[src/rtl/core/srga_pkg.sv]
// Shared types and constants of the sparse row gradient accumulator.
package srga_pkg;

  // Row store geometry
  localparam int ROWS   = 4096;
  localparam int ADDR_W = (ROWS > 1) ? $clog2(ROWS) : 1;

  // Field and arithmetic widths
  localparam int ROW_W  = 12;
  localparam int VAL_W  = 32;
  localparam int ACC_W  = 48;
  localparam int SUM_W  = 52;
  localparam int PROD_W = 64;
  localparam int FRAC_W = 16;
  localparam int CFG_IDX_W  = 2;
  localparam int CFG_DATA_W = 32;

  // Configuration register indexes
  localparam logic [CFG_IDX_W-1:0] REG_BETA     = 2'd0;
  localparam logic [CFG_IDX_W-1:0] REG_USE_MULT = 2'd1;
  localparam logic [CFG_IDX_W-1:0] REG_USE_PEN  = 2'd2;

  // Configuration reset values
  localparam logic [VAL_W-1:0] BETA_RESET = 32'h0001_0000;

  // Input command codes
  localparam logic CMD_ACCUM = 1'b0;
  localparam logic CMD_READ  = 1'b1;

  // Commands from the controller to the datapath
  typedef struct packed {
    logic load;       // capture input beat, start row fetch
    logic mul_frame;  // beta * frame, capture fetched row sum
    logic mul_pen;    // form frame + multiplier term, beta * penalty
    logic sub_pen;    // subtract penalty term
    logic add_acc;    // add term to row sum
    logic wr_acc;     // store saturated sum
    logic wr_zero;    // clear row after read
    logic wr_clr;     // clearing pass write
    logic out_load;   // load output register
  } ctrl_cmd_t;

  // Status from the datapath to the controller
  typedef struct packed {
    logic is_read;
    logic row_ok;
    logic clr_last;
  } dp_status_t;

endpackage

[src/rtl/core/srga_ctrl.sv]
// Controller: sequences clearing pass, accumulate and read beats.
module srga_ctrl (
  input  logic                 clk,
  input  logic                 rst_n,
  input  logic                 in_valid,
  output logic                 in_ready,
  output logic                 out_valid,
  input  logic                 out_ready,
  input  srga_pkg::dp_status_t status,
  output srga_pkg::ctrl_cmd_t  cmd
);

  typedef enum logic [7:0] {
    S_CLEAR = 8'b0000_0001,
    S_IDLE  = 8'b0000_0010,
    S_FETCH = 8'b0000_0100,
    S_MULP  = 8'b0000_1000,
    S_SUB   = 8'b0001_0000,
    S_ADD   = 8'b0010_0000,
    S_WRITE = 8'b0100_0000,
    S_OUT   = 8'b1000_0000
  } state_t;

  state_t state_r;
  state_t state_nxt;
  logic   out_valid_r;
  logic   out_valid_nxt;
  logic   out_free;

  assign out_free = !out_valid_r || out_ready;

  // Next state and commands
  always_comb begin
    state_nxt = state_r;
    cmd       = '0;
    in_ready  = 1'b0;
    case (state_r)
      S_CLEAR: begin
        cmd.wr_clr = 1'b1;
        if (status.clr_last) begin
          state_nxt = S_IDLE;
        end
      end
      S_IDLE: begin
        in_ready = 1'b1;
        if (in_valid) begin
          cmd.load  = 1'b1;
          state_nxt = S_FETCH;
        end
      end
      S_FETCH: begin
        cmd.mul_frame = 1'b1;
        if (status.is_read) begin
          state_nxt = S_OUT;
        end else if (!status.row_ok) begin
          state_nxt = S_IDLE;
        end else begin
          state_nxt = S_MULP;
        end
      end
      S_MULP: begin
        cmd.mul_pen = 1'b1;
        state_nxt   = S_SUB;
      end
      S_SUB: begin
        cmd.sub_pen = 1'b1;
        state_nxt   = S_ADD;
      end
      S_ADD: begin
        cmd.add_acc = 1'b1;
        state_nxt   = S_WRITE;
      end
      S_WRITE: begin
        cmd.wr_acc = 1'b1;
        state_nxt  = S_IDLE;
      end
      S_OUT: begin
        // hold until the output register is free
        if (out_free) begin
          cmd.out_load = 1'b1;
          cmd.wr_zero  = status.row_ok;
          state_nxt    = S_IDLE;
        end
      end
      default: begin
        state_nxt = S_IDLE;
      end
    endcase
  end

  // Output beat valid: set on load, drop when taken
  always_comb begin
    if (cmd.out_load) begin
      out_valid_nxt = 1'b1;
    end else if (out_ready) begin
      out_valid_nxt = 1'b0;
    end else begin
      out_valid_nxt = out_valid_r;
    end
  end

  always_ff @(posedge clk) begin
    if (!rst_n) begin
      state_r     <= S_CLEAR;
      out_valid_r <= 1'b0;
    end else begin
      state_r     <= state_nxt;
      out_valid_r <= out_valid_nxt;
    end
  end

  assign out_valid = out_valid_r;

endmodule

[config.mk]
export PLATFORM = sky130hd
export DESIGN_NAME = srga_ctrl
export DESIGN_NICKNAME = d
export VERILOG_FILES = /design/src/rtl/core/srga_pkg.sv /design/src/rtl/core/srga_ctrl.sv
export SDC_FILE = /design/constraint.sdc
export NUM_CORES = 1
export LEC_CHECK = 0
export BUFFER_PORTS_ARGS = -buffer_cell sky130_fd_sc_hd__buf_2
export CAP_MARGIN = 20
export CORE_AREA = 10 10 47 49
export CTS_CLUSTER_SIZE = 30
export DETAILED_ROUTE_END_ITERATION = 16
export DIE_AREA = 0 0 57 59
export SLEW_MARGIN = 20
export SYNTH_ARGS = -nofsm -noshare
export SYNTH_HDL_FRONTEND = slang
export SYNTH_SLANG_ARGS = --single-unit
[constraint.sdc]
create_clock -name clk -period 1.95 [get_ports clk]
set_clock_uncertainty 0.15 [all_clocks]
set_input_delay 0.195 -clock clk [delete_from_list [all_inputs] [get_ports clk]]
set_output_delay 0.195 -clock clk [all_outputs]
set_load 0.01 [all_outputs]
==> out/results.ini <==
[placed_design]
pre_cts_slack_ps = 287
dp_hpwl_mm = 1.01
port_buffers = 17
gp_congestion = 0.797

[detailed_routing]
wl_per_cell_um = 13.9
finalWirelength_mm = 1.29
route.detailed.drc = 0
antenna_left = 0
firstDrtPassIters = 4
via_count = 508
viasPerCell = 5.46
drtIter0Drc = 4

[clock_tree]
cts_buffers = 3
cts.sinks = 9
h-tree-depth = 1
cts_max_path_buffers = 2
root_buffer = clkbuf_4
path_clk_slew_ps = 60
tritoncts = yes
clock_latency_ps = 270

[synthesis]
synth_fp_nets = 61
synth-seq-area-share_pct = 35.1
syn_area_um2 = 513
synth.distinct_cells = 24
syn_inst = 54
ys_warn_count = 0
syn-mean-instance-area_um2 = 9.50
synth_seq_cells = 9

[power]
peakVddDrop_mv = 0.342
power_mw = 0.398
p_leak_nw = 0.318
powerDensity_nw_per_um2 = 579

[floorplanning]
die-area_um2 = 3360
die_y_um = 59
start_util_pct = 36.6
dieWidth_um = 57
io_pins = 18
core_area_um2 = 1400
rows = 14

[global_route]
first_global_vias = 505
grt-ovfl-total = 0
antenna_found_initial = 0
grt_first_pass_wirelength_mm = 2.12
grt_max_degree = 9
globalRouteTotalUtil_pct = 7.84

[sta]
drv_slew = 0
maxSlewHeadroom_pct = 77.7
whs_ps = 36.1
setup_viol = 0
period_minus_slack_ps = 1890
worst_slew_pin_slew_ps = 333
fin_crit_sh_pct = 96.7
fmax_mhz = 530
tns_ps = 0
fin_ws_ps = 64.5
hold_violations = 0

[final_layout]
diodes = 0
finish.utilization_pct = 49.0
final_nets = 85
drive_above_1_share_pct = 48.1
area_growth_pct = 33.9

[outcome]
status = finished, final reports clean

[setup_path]
crit_arrival_ps = 1540
reg2reg_depth = 5
r2r_setup_slack_ps = 230
r2r-start = state_r[4]
rr_endpoint = state_r[1]
cp_max_fo = 4
cp-end-kind = output port
path_class = flop to output port
cp.required_ps = 1600
start_kind = flop

[worst_hold_path]
hold_class = primary input to flop
worst_hold_startpoint = in_valid
whs_endpoint = state_r[2]
hold-path-cell-count = 2

[flow_run]
max_cap_violations = 0

[critical path, cell delays in order (launching register included)]
cell	delay [ps]
dfxtp_4	360
nor4_4	340
buf_4	180
and4b_4	260
buf_2	140
[layout by cell type (no fill, tap or decap), types with 3 or more instances in the layout]
cell type	netlist	final
nor2_1	7	6
dfxtp_1	9	5
nand2_1	3	3
and4_1	3	3
buf_2	0	17
buf_4	1	3
clkbuf_4	0	3
dfxtp_2	0	3
[cells by family after synthesis]
group | Yosys count | share of synthesized area (%)
xor+xnor | 2 | 3.42
buf+inv | 2 | 2.19
compound gates | 5 | 7.07
flops | 9 | 35.1
simple gates | 36 | 52.2
[through the flow]
stage	cells	cell area [µm²]
floorplan	54	513
global placement	86	611
detailed placement	86	611
CTS	90	637
global route	93	687
finish	93	687
[layer usage]
| metal | global-route usage [%] | vias up | share of wire (%) |
|---|---|---|---|
| li1 | - | 252 | - |
| met2 | 12.7 | 17 | 51 |
| met1 | 7.89 | 235 | 40 |
| met5 | 0 | - | 0 |
| met3 | 2.58 | 4 | 6.1 |
| met4 | 7.05 | 0 | 2.9 |
[cells in the mapped netlist]
cell	n	area share, %
buf_4	1	1.5
inv_1	1	0.73
and4_1	3	5.1
and4b_4	1	2.7
nor2_1	7	5.1
nand2_1	3	2.2
nand2b_1	1	1.2
nor2b_1	2	2.4
and4b_2	2	4.4
and4b_1	2	3.9
a311oi_1	1	1.7
o21ai_0	1	0.97
a21boi_0	2	2.9
nand3b_1	1	1.5
dfxtp_1	9	35
nand4b_1	1	1.7
xor2_1	2	3.4
and2_1	2	2.4
and3_1	1	1.2
nand3_1	3	2.9
o211ai_1	1	1.5
nand4_1	1	1.2
nor4_4	2	8.3
nor3b_1	4	5.9
[flip-flops by register name, summed over array words and instances, names as in the netlist]
register	count
out_valid	1
state_r	8
[report_power, final]
part	internal [mW]	switching (mW)	total, mW
combinational	0.0259	0.0260	0.0519
clock	0.0792	0.0719	0.151
sequential	0.187	0.00791	0.195
total	0.292	0.106	0.398
[worst max-delay path by stage]
stage               slack [ps]  startpoint         end
floorplan                  340  state_r[0]  state_r[6]
global placement           300  state_r[4]      cmd[8]
detailed placement         290  state_r[4]      cmd[8]
CTS                          9  state_r[7]      cmd[8]
global route                -8  state_r[4]      cmd[8]
finish                      60  state_r[4]      cmd[7]
[cell type report]
class | count | area [µm²]
clock buffers | 4 | 26.3
fillers | 141 | 714
inverters | 1 | 3.75
multi-input cells | 43 | 342
flip-flops and latches | 9 | 188
well taps | 16 | 20.0
repair buffers | 20 | 108
[what timing repair did]
action,in CTS,in global routing
setup endpoints to repair,1,4
hold buffers,0,0
setup buffers,0,3
endpoints found under the hold margin,0,0
resized for setup,0,10
pin swaps,1,6
(Power assumes the default switching activity.)
